File: config.mk
export PLATFORM = sky130hd
export DESIGN_NAME = single_wire_command_link_top
export DESIGN_NICKNAME = d
export VERILOG_FILES = /design/src/swcl_pkg.sv /design/src/swcl_core.sv /design/src/single_wire_command_link_top.sv
export VERILOG_INCLUDE_DIRS = /design/src /design/src/src
export SDC_FILE = /design/constraint.sdc
export NUM_CORES = 1
export LEC_CHECK = 0
export ABC_AREA = 1
export BUFFER_PORTS_ARGS = -buffer_cell sky130_fd_sc_hd__buf_2
export CAP_MARGIN = 20
export CORE_UTILIZATION = 30
export DETAILED_ROUTE_END_ITERATION = 12
export PLACE_DENSITY = 0.49
export SLEW_MARGIN = 20
export SYNTH_ARGS = -nofsm -noshare
export SYNTH_HDL_FRONTEND = slang
export SYNTH_SLANG_ARGS = --single-unit
File: constraint.sdc
create_clock -name clk -period 3.9 [get_ports clk]
set_clock_uncertainty 0.05 [all_clocks]
set_input_delay 0.78 -clock clk [delete_from_list [all_inputs] [get_ports clk]]
set_output_delay 0.78 -clock clk [all_outputs]
set_load 0.02 [all_outputs]
File: src/single_wire_command_link_top_defines.svh
// ----------------------------------------------------------------------------
// single_wire_command_link_top_defines.svh
// Assertion macros used by the command link core.
// ----------------------------------------------------------------------------
`ifndef SINGLE_WIRE_COMMAND_LINK_TOP_DEFINES_SVH
`define SINGLE_WIRE_COMMAND_LINK_TOP_DEFINES_SVH

// checked on every clock edge outside reset
`define SWCL_ASSERT(label, prop, msg) \
    label: assert property (@(posedge clk) disable iff (!rst_n) (prop)) else $error(msg);

// checked on every clock edge, reset included
`define SWCL_ASSERT_ALWAYS(label, prop, msg) \
    label: assert property (@(posedge clk) (prop)) else $error(msg);

`endif

File: src/swcl_pkg.sv
// ----------------------------------------------------------------------------
// swcl_pkg
// Shared types and constants of the single-wire command link.
// ----------------------------------------------------------------------------
package swcl_pkg;

    localparam int CODE_BITS    = 3;
    localparam int FRAME_HALVES = 2 * (CODE_BITS + 2);
    localparam int PHASE_W      = 4;
    localparam int HALF_W       = 8;
    localparam int TMO_W        = 16;
    localparam int CFG_DATA_W   = 16;
    localparam int CFG_IDX_W    = 1;

    localparam logic [CFG_IDX_W-1:0] CFG_HALF_BIT = 1'd0;
    localparam logic [CFG_IDX_W-1:0] CFG_ACK_TMO  = 1'd1;

    localparam logic [HALF_W-1:0] HALF_BIT_RESET = 8'd1;
    localparam logic [TMO_W-1:0]  ACK_TMO_RESET  = 16'd1000;

    localparam logic [CODE_BITS-1:0] CODE_ACK   = 3'b001;
    localparam logic [CODE_BITS-1:0] CODE_CMD_A = 3'b010;
    localparam logic [CODE_BITS-1:0] CODE_CMD_B = 3'b100;

    localparam logic [1:0] EV_NONE = 2'd0;
    localparam logic [1:0] EV_ACKED = 2'd1;
    localparam logic [1:0] EV_FAIL = 2'd2;
    localparam logic [1:0] EV_CMD  = 2'd3;

    typedef struct packed {
        logic [HALF_W-1:0] half_bit_ticks;
        logic [TMO_W-1:0]  ack_timeout_ticks;
    } swcl_cfg_t;

    typedef struct packed {
        logic       line_drive;
        logic       busy_res;
        logic [1:0] event_res;
        logic [2:0] event_code;
    } swcl_result_t;

endpackage

File: src/swcl_core.sv
// ----------------------------------------------------------------------------
// swcl_core
// Link state machine: one tick per step, next state and result computed
// combinationally from the registered input beat.
// ----------------------------------------------------------------------------
`include "single_wire_command_link_top_defines.svh"

module swcl_core (
    input  logic                   clk,
    input  logic                   rst_n,
    input  logic                   step,
    input  logic                   line_in,
    input  logic                   send_valid,
    input  logic [2:0]             send_code,
    input  swcl_pkg::swcl_cfg_t    cfg,
    output swcl_pkg::swcl_result_t res
);
    import swcl_pkg::*;

    localparam logic [2:0] M_IDLE       = 3'd0;
    localparam logic [2:0] M_SEND       = 3'd1;
    localparam logic [2:0] M_SEND_ACK   = 3'd2;
    localparam logic [2:0] M_WAIT       = 3'd3;
    localparam logic [2:0] M_RECV       = 3'd4;
    localparam logic [2:0] M_RECV_REPLY = 3'd5;

    logic [2:0]           mode_reg, mode_next;
    logic [HALF_W-1:0]    hbc_reg, hbc_next;
    logic [PHASE_W-1:0]   phase_reg, phase_next;
    logic [CODE_BITS-1:0] shift_reg, shift_next;
    logic [TMO_W-1:0]     tmo_reg, tmo_next;
    logic [CODE_BITS-1:0] pend_reg, pend_next;

    logic [HALF_W-1:0]    half_ticks;
    logic [HALF_W:0]      hbc_inc;
    logic [PHASE_W-1:0]   phase_inc;
    logic [PHASE_W-2:0]   bit_no;
    logic                 fresh;
    logic                 abort;
    logic                 done;
    logic                 drive;
    logic [1:0]           ev;
    logic [2:0]           evc;

    assign half_ticks = (cfg.half_bit_ticks == '0) ? HALF_W'(1) : cfg.half_bit_ticks;

    always_comb
    begin
        mode_next  = mode_reg;
        hbc_next   = hbc_reg;
        phase_next = phase_reg;
        shift_next = shift_reg;
        tmo_next   = tmo_reg;
        pend_next  = pend_reg;
        fresh      = 1'b0;
        abort      = 1'b0;
        done       = 1'b0;
        drive      = 1'b1;
        ev         = EV_NONE;
        evc        = 3'd0;
        bit_no     = '0;
        hbc_inc    = '0;
        phase_inc  = '0;

        if (mode_reg == M_IDLE)
        begin
            if (send_valid)
            begin
                mode_next  = M_SEND;
                hbc_next   = '0;
                phase_next = '0;
                shift_next = send_code[CODE_BITS-1:0];
            end
            else if (!line_in)
            begin
                mode_next  = M_RECV;
                hbc_next   = '0;
                phase_next = '0;
                shift_next = '0;
                fresh      = 1'b1;
            end
        end

        hbc_inc   = {1'b0, hbc_next} + (HALF_W+1)'(1);
        phase_inc = phase_next + PHASE_W'(1);

        if (mode_next == M_SEND || mode_next == M_SEND_ACK)
        begin
            bit_no = phase_next[PHASE_W-1:1];
            if (bit_no == '0)
                drive = 1'b0;
            else if (bit_no <= (PHASE_W-1)'(CODE_BITS))
                drive = shift_next[2'(bit_no - (PHASE_W-1)'(1))];
            else
                drive = 1'b1;
            if (hbc_inc >= {1'b0, half_ticks})
            begin
                hbc_next   = '0;
                phase_next = phase_inc;
                if (phase_inc >= PHASE_W'(FRAME_HALVES))
                begin
                    if (mode_next == M_SEND)
                    begin
                        if (cfg.ack_timeout_ticks == '0)
                        begin
                            ev        = EV_FAIL;
                            mode_next = M_IDLE;
                        end
                        else
                        begin
                            tmo_next  = cfg.ack_timeout_ticks;
                            mode_next = M_WAIT;
                        end
                    end
                    else
                    begin
                        ev        = EV_CMD;
                        evc       = 3'(pend_reg);
                        mode_next = M_IDLE;
                    end
                end
            end
            else
            begin
                hbc_next = hbc_inc[HALF_W-1:0];
            end
        end
        else if (mode_next == M_WAIT)
        begin
            if (!line_in)
            begin
                mode_next  = M_RECV_REPLY;
                hbc_next   = '0;
                phase_next = '0;
                shift_next = '0;
            end
            else
            begin
                tmo_next = tmo_reg - TMO_W'(1);
                if (tmo_next == '0)
                begin
                    ev        = EV_FAIL;
                    mode_next = M_IDLE;
                end
            end
        end
        else if ((mode_next == M_RECV || mode_next == M_RECV_REPLY) && !fresh)
        begin
            if (hbc_inc >= {1'b0, half_ticks})
            begin
                hbc_next   = '0;
                phase_next = phase_inc;
                if (phase_inc == PHASE_W'(1))
                    abort = line_in;
                else if (phase_inc == PHASE_W'(2 * CODE_BITS + 3))
                    abort = !line_in;
                else if (phase_inc >= PHASE_W'(FRAME_HALVES))
                    done = 1'b1;
                else
                begin
                    for (int i = 0; i < CODE_BITS; i++)
                    begin
                        if (phase_inc == PHASE_W'(2 * i + 3) && line_in)
                            shift_next[i] = 1'b1;
                    end
                end

                if (abort)
                begin
                    if (mode_next == M_RECV_REPLY)
                        ev = EV_FAIL;
                    mode_next = M_IDLE;
                end
                else if (done)
                begin
                    if (mode_next == M_RECV_REPLY)
                    begin
                        ev        = (shift_next == CODE_ACK) ? EV_ACKED : EV_FAIL;
                        mode_next = M_IDLE;
                    end
                    else if (shift_next == CODE_CMD_A || shift_next == CODE_CMD_B)
                    begin
                        pend_next  = shift_next;
                        mode_next  = M_SEND_ACK;
                        hbc_next   = '0;
                        phase_next = '0;
                        shift_next = CODE_ACK;
                    end
                    else
                    begin
                        mode_next = M_IDLE;
                    end
                end
            end
            else
            begin
                hbc_next = hbc_inc[HALF_W-1:0];
            end
        end
    end

    assign res.line_drive = drive;
    assign res.busy_res   = (mode_next != M_IDLE);
    assign res.event_res  = ev;
    assign res.event_code = evc;

    always_ff @(posedge clk or negedge rst_n)
    begin
        if (!rst_n)
        begin
            mode_reg  <= M_IDLE;
            hbc_reg   <= '0;
            phase_reg <= '0;
            shift_reg <= '0;
            tmo_reg   <= '0;
            pend_reg  <= '0;
        end
        else if (step)
        begin
            mode_reg  <= mode_next;
            hbc_reg   <= hbc_next;
            phase_reg <= phase_next;
            shift_reg <= shift_next;
            tmo_reg   <= tmo_next;
            pend_reg  <= pend_next;
        end
    end

    `SWCL_ASSERT(a_event_ends_busy,
        (res.event_res != EV_NONE) |-> !res.busy_res,
        "event reported while link stays busy")
    `SWCL_ASSERT(a_code_only_on_cmd,
        (res.event_code != 3'd0) |-> (res.event_res == EV_CMD),
        "event code without received command")
    `SWCL_ASSERT(a_hold_without_step,
        !step |=> ($stable(mode_reg) && $stable(phase_reg) && $stable(tmo_reg)),
        "link state moved without a tick")
    `SWCL_ASSERT(a_phase_in_frame,
        phase_reg <= PHASE_W'(FRAME_HALVES),
        "frame phase beyond frame length")
    `SWCL_ASSERT_ALWAYS(a_idle_after_reset,
        !rst_n |=> (mode_reg == M_IDLE),
        "link not idle after reset")

endmodule

File: src/single_wire_command_link_top.sv
// ----------------------------------------------------------------------------
// single_wire_command_link_top
// Half-duplex open-drain one-wire command link, one line tick per beat.
//
// Input channel (in_valid/in_ready) carries one tick: the sampled line level
// and an optional send request. Output channel (out_valid/out_ready) returns
// exactly one result beat per input beat: line drive, busy flag, event and
// received code, in order.
// Path: an accepted input beat goes to the input register, then its result
// to the result register, from which the receiver takes it.
// Throughput: one beat per cycle while the receiver does not stall; the tick
// logic is a single pass between those two registers.
// When the receiver stalls the result register holds, an empty input register
// still takes one more beat, then in_ready drops until the result drains.
// Reset clears both valid flags, idles the link and sets the half-bit
// length to 1 tick and reply timeout to 1000 ticks. The user must write
// configuration (cfg_we, cfg_index, cfg_data) with the link idle; unchecked.
// ----------------------------------------------------------------------------
module single_wire_command_link_top (
    input  logic                                clk,
    input  logic                                rst_n,
    input  logic                                in_valid,
    output logic                                in_ready,
    input  logic                                line_in,
    input  logic                                send_valid,
    input  logic [2:0]                          send_code,
    output logic                                out_valid,
    input  logic                                out_ready,
    output logic                                line_drive,
    output logic                                busy_res,
    output logic [1:0]                          event_res,
    output logic [2:0]                          event_code,
    input  logic                                cfg_we,
    input  logic [swcl_pkg::CFG_IDX_W-1:0]      cfg_index,
    input  logic [swcl_pkg::CFG_DATA_W-1:0]     cfg_data
);
    import swcl_pkg::*;

    logic         in_valid_reg;
    logic         line_reg;
    logic         send_valid_reg;
    logic [2:0]   send_code_reg;
    logic         out_valid_reg;
    swcl_result_t res_reg;
    swcl_result_t res_next;
    swcl_cfg_t    cfg_reg;
    logic         advance;

    assign advance  = in_valid_reg && (!out_valid_reg || out_ready);
    assign in_ready = !in_valid_reg || advance;

    always_ff @(posedge clk or negedge rst_n)
    begin
        if (!rst_n)
        begin
            cfg_reg.half_bit_ticks    <= HALF_BIT_RESET;
            cfg_reg.ack_timeout_ticks <= ACK_TMO_RESET;
        end
        else if (cfg_we)
        begin
            case (cfg_index)
                CFG_HALF_BIT: cfg_reg.half_bit_ticks    <= cfg_data[HALF_W-1:0];
                CFG_ACK_TMO:  cfg_reg.ack_timeout_ticks <= cfg_data[TMO_W-1:0];
                default:      cfg_reg <= cfg_reg;
            endcase
        end
    end

    always_ff @(posedge clk or negedge rst_n)
    begin
        if (!rst_n)
        begin
            in_valid_reg  <= 1'b0;
            out_valid_reg <= 1'b0;
        end
        else
        begin
            if (in_ready)
                in_valid_reg <= in_valid;
            if (advance)
                out_valid_reg <= 1'b1;
            else if (out_ready)
                out_valid_reg <= 1'b0;
        end
    end

    always_ff @(posedge clk)
    begin
        if (in_valid && in_ready)
        begin
            line_reg       <= line_in;
            send_valid_reg <= send_valid;
            send_code_reg  <= send_code;
        end
        if (advance)
            res_reg <= res_next;
    end

    swcl_core u_core (
        .clk        (clk),
        .rst_n      (rst_n),
        .step       (advance),
        .line_in    (line_reg),
        .send_valid (send_valid_reg),
        .send_code  (send_code_reg),
        .cfg        (cfg_reg),
        .res        (res_next)
    );

    assign out_valid  = out_valid_reg;
    assign line_drive = res_reg.line_drive;
    assign busy_res   = res_reg.busy_res;
    assign event_res  = res_reg.event_res;
    assign event_code = res_reg.event_code;

endmodule
==> impl_metrics.toml, run 1 <==
[status]
status = "finished clean"

[pwr]
clock_power_share_pct = 16.8
ir_worst_vdd_v = 0.0002897
power_frac_comb_pct = 55.7
switchingPower_mw = 2.268
power_per_cell_area_nw_per_um2 = 811.2
sw_frac_of_total_pct = 49.56
p_int_mw = 2.309
seqPwrFrac_pct = 27.6
power_leakage_nw = 2.743
finalPower_mw = 4.576

[critical_path]
cp.arrival_ns = 3.69
crit_end = "u_core.hbc_reg[2]$_DFFE_PN0P_"
r2r_end = "u_core.hbc_reg[2]$_DFFE_PN0P_"
cp-end-kind = "flip-flop"
critical_path_required_ns = 4.11
crit_fanout = 9
cp_common_cell = "nand2_1"
cp-startpoint = "send_valid_reg$_DFFE_PP_"
r2r-start = "send_valid_reg$_DFFE_PP_"
path_cells = "inv_1, nand2_1, nand3_2, inv_2, nor2_1, ha_1, nand3_1, nor2_2, xor2_1, ha_1, nand2_1, inv_1, nand2_1, nand3_1, nand2_1, nand2_1, nand2_1, nand2_1, nor2_4, buf_4, nand2_1, o21ai_0, o2111ai_1, o21ai_0"
r2r_slack_ns = 0.42
rr_worst_depth = 24
critPathMaxStageDelay_ns = 0.40
slowest_stage = "edfxtp_1"
worstSetupPathType = "reg2reg"
worstSetupStartpointType = "flip-flop"

[die]
core_sq_um = 15940
io_pins = 36
die_x_um = 130.1
die_area_sq_um = 16940
start_util_pct = 30.90
die_h_um = 130.1
rows = 46

[cts]
cts_max_level = 3
cts_tree = "yes"
clockRootBuffer = "clkbuf_16"
clk_latency_ns = 0.35
cts.clk_slew.worst_paths_ns = 0.06
numCtsBuffers = 9
clock_sinks = 75
cts_buffer_depth = 2

[placement]
place.gp.congestion = 0.8755
io_buffers = 35
dpl.hpwl_um = 9451

[global_routing]
grt_max_degree = 64
overflow = 0
grt.total_usage_pct = 16.21
antenna_found_initial = 0
grt_pass1_vias = 4254
grt_pass1_wl_um = 21250

[yosys]
ys_seq_area_share_pct = 39.50
synth_area_leader_cell = "dfrtp_1"
postSynthCellCount = 665
synth-seq-cells = 75
synth_top_area_share_pct = 28.45
ys_types = 41
synth.top_cells.by_count = "nand2_1 (173), inv_1 (96), dfrtp_1 (56)"
syn_area_sq_um = 4926
synth_fp_nets = 709
synth_most_common_cell = "nand2_1"
yosys-top-cells-area = "dfrtp_1 (28%), nand2_1 (13%), edfxtp_1 (7.3%)"
yosys_warnings = 0
async_flop_share_pct = 84.00
synth_edf_count = 12
avgSynthCellArea_sq_um = 7.407
synth_flop_cell = "dfrtp_1"

[detailed_routing]
post_drt_via_cell_ratio = 4.861
drc = 0
dr_total_vias = 4496
drt_iter0_markers = 277
wl_per_cell_um = 13.79
ant_nets = 0
wl_um = 12750
first_pass_iters = 5

[layout]
nets = 748
drive_gt1_share_pct = 15.23
n_antenna_cell = 0
largest_reg_flops = 24
area.growth.synth_to_final_pct = 14.53

[flow_run]
max_cap_viol_count = 0

[sta]
hold_viol = 0
rsz0062_at_grt = "false"
layout_min_cycle_time_ns = 3.484
drv_slew = 0
tightestPinTransition_ns = 0.8435
fmax_ghz = 0.2870
tns_ns = 0
min_period_over_period_pct = 89.33
slew_headroom_pct = 43.77
setup_violations = 0

[hold_path]
hold_class = "reg2reg"
[worst max-delay path, delay by kind of cell (launching register included)]
| kind | cells | cell delay [ns] |
|---|---|---|
| buf+inv | 4 | 0.40 |
| compound gates | 3 | 0.45 |
| fa+ha+maj | 2 | 0.49 |
| flops | 1 | 0.40 |
| simple gates | 14 | 1.38 |
| xor+xnor | 1 | 0.23 |
[metal layers]
metal	global-route usage [%]	vias to the layer above	share of wire, %
li1	-	2269	-
met1	21.99	2111	49
met2	25.69	94	45
met3	2.829	22	3.5
met4	6.088	0	2.1
met5	0	-	0
[per-stage QoR]
step           instance area [sq um]  setup slack (ns)  cells  util [%]  hold WS [ns]
4_1_cts                         5614            0.3253    923     35.21        0.4436
3_5_place_dp                    5349            0.3626    907     33.55        0.4281
3_3_place_gp                    5349            0.4662    907     33.55        0.4238
5_1_grt                         5642           0.03754    925     35.39        0.4696
6_report                        5642            0.4161    925     35.39        0.4358
2_1_floorplan                   4926            0.5317    665         -        0.4030
[worst min path at each step]
stage | cells after the start | start | to | slack, ns
global placement | 2 | u_core.pend_reg[2]$_DFFE_PN0P_ | u_core.pend_reg[2]$_DFFE_PN0P_ | 0.42
floorplan | 2 | cfg_reg[20]$_DFFE_PN0P_ | cfg_reg[20]$_DFFE_PN0P_ | 0.40
CTS | 2 | cfg_reg[22]$_DFFE_PN0P_ | cfg_reg[22]$_DFFE_PN0P_ | 0.44
detailed placement | 2 | cfg_reg[22]$_DFFE_PN0P_ | cfg_reg[22]$_DFFE_PN0P_ | 0.43
finish | 2 | u_core.pend_reg[2]$_DFFE_PN0P_ | u_core.pend_reg[2]$_DFFE_PN0P_ | 0.44
global route | 2 | cfg_reg[16]$_DFFE_PN1P_ | cfg_reg[16]$_DFFE_PN1P_ | 0.47
[cell families (layout without fill, tap and decap cells)]
group                    after synthesis  after routing  share of synthesized area [%]
multiplexers                           4              4                         0.9143
AND/OR/NAND/NOR                      311            311                          28.78
AO/OA/AOI/OAI                        127            127                          14.91
flip-flops                            75             75                          39.50
buffers and inverters                123            167                          10.16
XOR/XNOR                               8              8                          1.422
adder cells (fa/ha/maj)               17             17                          4.318
[what timing repair did]
action	CTS	global route
buffers inserted	0	2
gates resized for setup	0	3
hold buffers	0	0
setup endpoints to repair	0	4
[power by group through the flow]
stage	clock network [mW]	registers, mW	logic, mW
floorplan	0	1.25	1.90
global placement	0	1.27	2.52
detailed placement	0	1.27	2.52
CTS	0.787	1.26	2.54
global route	0.821	1.29	2.91
finish	0.767	1.26	2.55
[layout make-up]
class	count	area, sq um
Clock inverter	4	28.78
Clock buffer	12	236.5
Fill cell	1703	10300
Tap cell	216	270.3
Inverter	104	390.4
Multi-Input combinational cell	467	2491
Sequential cell	75	1947
Timing Repair Buffer	47	277.8
[cells in the final DEF, fill, tap and decap left out, types with 13 or more instances in the layout]
cell type,synthesis,layout
o21ai_0,53,53
inv_1,96,96
nor2_1,54,53
nand4_1,13,13
dfrtp_1,56,55
nand3_1,39,39
buf_2,7,35
ha_1,17,17
a21oi_1,28,28
nand2_1,173,173
o211ai_1,16,16
(Power assumes the default switching activity.)
==> inputs of run 2 (changes only) <==
PLACE_DENSITY = 0.41   (was 0.49)
==> impl_metrics.toml, run 2 (same netlist as run 1, synthesis figures left out) <==
[detailed_routing]
dr_total_vias = 4495
wl_um = 13880
wl_per_cell_um = 14.95
ant_nets = 0
first_pass_iters = 5
drc = 0
drt_iter0_markers = 368
post_drt_via_cell_ratio = 4.844

[global_routing]
antenna_found_initial = 0
overflow = 0
grt_pass1_wl_um = 22550
grt.total_usage_pct = 17.55
grt_max_degree = 64
grt_pass1_vias = 4226

[critical_path]
slowest_stage = "dfrtp_2"
r2r-start = "u_core.mode_reg[1]$_DFFE_PN0P_"
critical_path_required_ns = 4.11
critPathMaxStageDelay_ns = 0.44
rr_worst_depth = 24
crit_fanout = 7
r2r_slack_ns = 0.35
cp_common_cell = "nand2_1"
cp.arrival_ns = 3.75
worstSetupPathType = "reg2reg"
r2r_end = "u_core.shift_reg[1]$_DFFE_PN0P_"
path_cells = "inv_2, nand3_2, inv_2, nor2_1, ha_1, nand3_1, nor2_2, xor2_1, ha_1, nand2_1, nor2_1, nand2_1, nand3_1, nand2_1, nand2_1, nand2_1, nand2_1, nor2_4, nor2_4, buf_4, inv_2, o21ai_1, nand3_1, a22oi_1"
worstSetupStartpointType = "flip-flop"
cp-end-kind = "flip-flop"

[hold_path]
hold_class = "reg2reg"
min_from = "u_core.pend_reg[1]$_DFFE_PN0P_"
whs_endpoint = "u_core.pend_reg[1]$_DFFE_PN0P_"
min_path_cells = 2

[layout]
final_cell_mix = "nand2_1 (173), inv_1 (96), dfrtp_1 (55)"
final_cell_area_sq_um = 5695
n_fill_cell = 1724
drive_gt1_share_pct = 15.87
layout.cells.non_filler = 928
area.growth.synth_to_final_pct = 15.62
final_util_pct = 35.72
n_antenna_cell = 0
layout_commonest_cell = "nand2_1"
largest_reg_flops = 24
nets = 751

[cts]
clk_latency_ns = 0.35
numCtsBuffers = 9
postCtsHoldBufs = 0
cts_tree = "yes"
clockRootBuffer = "clkbuf_16"
cts.clk_slew.worst_paths_ns = 0.06
clock_sinks = 75
cts_buffer_depth = 2
cts_max_level = 3

[sta]
tns_ns = 0
drv_slew = 0
layout_min_cycle_time_ns = 3.547
rsz0062_at_grt = "false"
min_period_over_period_pct = 90.94
fmax_ghz = 0.2820
tightestPinTransition_ns = 0.8753
hold_viol = 0
slew_headroom_pct = 41.65
setup_violations = 0
worst_slack_ns = 0.3535
whs_ns = 0.4448

[die]
start_util_pct = 30.90
die_area_sq_um = 16940
core_sq_um = 15940
io_pins = 36
rows = 46
die_h_um = 130.1
die_x_um = 130.1

[flow_run]
max_cap_viol_count = 0

[placement]
placedCellCount = 908
io_buffers = 35
dpl.hpwl_um = 10160
place_area_sq_um = 5344
place.gp.congestion = 0.8843
place_ws_ns = 0.2687

[pwr]
power_leakage_nw = 2.773
power_per_cell_area_nw_per_um2 = 832.3
ir_worst_vdd_v = 0.0002514
finalPower_mw = 4.740

[status]
status = "finished clean"
-- run 2: power breakdown --
group	internal, mW	total (mW)	switching, mW
combinational	0.829	2.61	1.78
sequential	1.05	1.26	0.211
clock	0.510	0.867	0.356
total	2.39	4.74	2.35
-- run 2: cell type report --
type	count	area [sq um]	share of cell area, %
repair buffers	50	287.8	5.053
flip-flops and latches	75	1947	34.18
clock inverters	4	30.03	0.5272
multi-input cells	467	2491	43.74
inverters	104	390.4	6.854
clock buffers	12	279.0	4.899
well taps	216	270.3	4.745
-- run 2: worst max-delay path, delay by kind of cell (launching register included) --
kind            cells  cell delay, ns
compound gates      2            0.30
xor+xnor            1            0.16
fa+ha+maj           2            0.54
buf+inv             4            0.56
flops               1            0.44
simple gates       15            1.39
-- run 2: worst max path at each step --
| stage | slack (ns) | cells after the start | endpoint | start |
|---|---|---|---|---|
| floorplan | 0.53 | 29 | busy_res$_DFFE_PP_ | u_core.mode_reg[1]$_DFFE_PN0P_ |
| global placement | 0.32 | 26 | busy_res$_DFFE_PP_ | u_core.mode_reg[1]$_DFFE_PN0P_ |
| detailed placement | 0.27 | 26 | busy_res$_DFFE_PP_ | u_core.mode_reg[1]$_DFFE_PN0P_ |
| CTS | 0.20 | 26 | busy_res$_DFFE_PP_ | u_core.mode_reg[1]$_DFFE_PN0P_ |
| global route | 0.02 | 24 | u_core.shift_reg[2]$_DFFE_PN0P_ | u_core.mode_reg[1]$_DFFE_PN0P_ |
| finish | 0.35 | 24 | u_core.shift_reg[1]$_DFFE_PN0P_ | u_core.mode_reg[1]$_DFFE_PN0P_ |
-- run 2: layer usage --
| metal | track usage, % | up-vias | routed length, um |
|---|---|---|---|
| met2 | 26.41 | 84 | 6001 |
| met3 | 2.542 | 17 | 420 |
| li1 | - | 2274 | - |
| met1 | 25.08 | 2120 | 7210 |
| met5 | 0 | - | 0 |
| met4 | 7.182 | 0 | 244 |
-- run 2: repair_timing --
| action | in CTS | in global routing |
|---|---|---|
| resized for setup | 0 | 3 |
| endpoints found under the hold margin | 0 | 0 |
| setup endpoints to repair | 0 | 8 |
| buffers inserted | 0 | 4 |
==> inputs of run 3 (changes only) <==
--- a/config.mk
+++ b/config.mk
@@ -11,5 +11,6 @@
 export CAP_MARGIN = 20
-export CORE_UTILIZATION = 30
+export CORE_UTILIZATION = 39
 export DETAILED_ROUTE_END_ITERATION = 12
-export PLACE_DENSITY = 0.41
+export GPL_TIMING_DRIVEN = 1
+export PLACE_DENSITY = 0.52
 export SLEW_MARGIN = 20
==> constraint.sdc (replaced) <==
create_clock -name clk -period 3.9 [get_ports clk]
set_clock_uncertainty 0.05 [all_clocks]
set_input_delay 0.195 -clock clk [delete_from_list [all_inputs] [get_ports clk]]
set_output_delay 0.195 -clock clk [all_outputs]
set_load 0.02 [all_outputs]
==> impl_metrics.toml, run 3 (same netlist as run 1, synthesis figures left out) <==
[cts]
clock_sinks = 75
cts_buffer_depth = 2
clk_latency_ns = 0.34
cts_tree = "yes"
cts_max_level = 3
cts.clk_slew.worst_paths_ns = 0.06
clockRootBuffer = "clkbuf_16"
numCtsBuffers = 9

[hold_path]
hold_class = "in2async"

[sta]
slew_headroom_pct = 36.22
setup_violations = 0
drv_slew = 0
layout_min_cycle_time_ns = 3.492
whs_ns = -0.04406
fmax_ghz = 0.2863
hold_viol = 35
min_period_over_period_pct = 89.55
tns_ns = 0
tightestPinTransition_ns = 0.9567
rsz0062_at_grt = "false"

[placement]
place_area_sq_um = 5276
dpl.hpwl_um = 9544
place.gp.congestion = 0.9110
io_buffers = 35

[global_routing]
grt.met3_usage_pct = 3.123
grt_pass1_wl_um = 21310
grtUsageMet2_pct = 32.08
grt_max_degree = 43
grt.total_usage_pct = 20.96
use_met1_pct = 30.21
antenna_found_initial = 0
grt.busiest_layer = "met2"
grt_pass1_vias = 4267
overflow = 0

[layout]
layout_commonest_cell = "nand2_1"
largest_reg_flops = 24
nets = 757
n_antenna_cell = 0
area.growth.synth_to_final_pct = 15.49
final_util_pct = 46.78
final_cell_area_sq_um = 5689
n_fill_cell = 1252
final_cell_mix = "nand2_1 (173), inv_1 (96), dfrtp_1 (55)"
drive_gt1_share_pct = 16.43

[critical_path]
path_buf_inv = 2
worstSetupPathType = "reg2reg"
critPathMaxStageDelay_ns = 0.44
worstSetupStartpointType = "flip-flop"
crit_fanout = 8
cp.arrival_ns = 3.54
cp-end-kind = "flip-flop"
critical_path_required_ns = 3.94
cp_common_cell = "nand2_1"
slowest_stage = "dfrtp_2"
critPathTopFamily = "simple AND/OR/NAND/NOR gates"

[pwr]
seqPwrFrac_pct = 26.9
ir_worst_vdd_v = 0.0003014
switchingPower_mw = 2.267
power_frac_comb_pct = 55.1
sw_frac_of_total_pct = 48.56
power_per_cell_area_nw_per_um2 = 820.5
clock_power_share_pct = 18.0
power_leakage_nw = 2.796
p_int_mw = 2.401

[detailed_routing]
post_drt_via_cell_ratio = 5.073
dr_total_vias = 4495
drt_iter0_markers = 264
wl_um = 12660
wl_per_cell_um = 14.29
first_pass_iters = 5
ant_nets = 0
drc = 0

[die]
io_pins = 36
die_area_sq_um = 13080
rows = 40
die_h_um = 114.4
die_x_um = 114.4
core_sq_um = 12160
start_util_pct = 40.50

[status]
status = "complete, but fails checks"
violations = "negative hold slack"

[flow_run]
max_cap_viol_count = 0
## run 3: cell count changes in the layout (fill, tap and decap cells not counted), moves of 2 or more
cell           previous run  this run
clkbuf_16                11         9
clkinv_2                  1         3
clkinv_4                  2         0
dlygate4sd3_1             0         5
nor2_1                   53        51
## run 3: timing repair
action                                 4_1_cts  5_1_grt
setup endpoints to repair                    0       27
hold buffers                                 5        0
setup buffers                                0        6
gates resized for setup                      0        7
endpoints found under the hold margin        5        0
## run 3: through the flow
stage,power [mW],setup WS [ns],cells
CTS,4.634,0.2775,880
global route,5.117,0.01059,886
finish,4.668,0.4075,886
floorplan,3.148,0.5317,665
detailed placement,3.768,0.2878,859
global placement,3.765,0.4102,859
## run 3: path summary, 6_finish.rpt
path / from / to / slack, ns / cells after the start
max in group asynchronous: rst_n / cfg_reg[16]$_DFFE_PN1P_ / 2.94 / 2
setup / recovery: u_core.mode_reg[1]$_DFFE_PN0P_ / busy_res$_DFFE_PP_ / 0.41 / 26
hold / removal: rst_n / u_core.phase_reg[3]$_DFFE_PN0P_ / -0.04 / 1
setup reg to reg: u_core.mode_reg[1]$_DFFE_PN0P_ / busy_res$_DFFE_PP_ / 0.41 / 26
hold reg to reg: u_core.pend_reg[2]$_DFFE_PN0P_ / u_core.pend_reg[2]$_DFFE_PN0P_ / 0.44 / 2
min in group clk: in_valid / in_valid_reg$_DFFE_PN0N_ / 0.03 / 3
## run 3: worst reg2reg max path: cells and delay by family, from the launching register on
family,cells,cell delay [ns]
simple gates,21,1.83
flops,1,0.44
xor+xnor,1,0.15
buf+inv,2,0.30
fa+ha+maj,2,0.49
## run 3: per-layer routing
layer / vias to the layer above / wire (um)
li1: 2292 / -
met1: 2090 / 6332
met2: 98 / 5558
met3: 15 / 589
met4: 0 / 184
met5: - / 0
## run 3: area by class of cell
cell class              instances  area [sq um]  share of cell area, %
repair buffers                 56         345.3                  6.070
flip-flops and latches         75          1947                  34.22
clock inverters                 5         51.30                 0.9017
well taps                     168         210.2                  3.695
inverters                     104         390.4                  6.862
clock buffers                  11         242.7                  4.267
multi-input cells             467          2502                  43.99
## run 3: power groups by stage
stage | sequential, mW | combinational, mW | clock, mW
2_1_floorplan | 1.25 | 1.90 | 0
3_3_place_gp | 1.26 | 2.50 | 0
3_5_place_dp | 1.27 | 2.50 | 0
4_1_cts | 1.26 | 2.52 | 0.857
5_1_grt | 1.29 | 2.94 | 0.891
6_report | 1.26 | 2.57 | 0.839
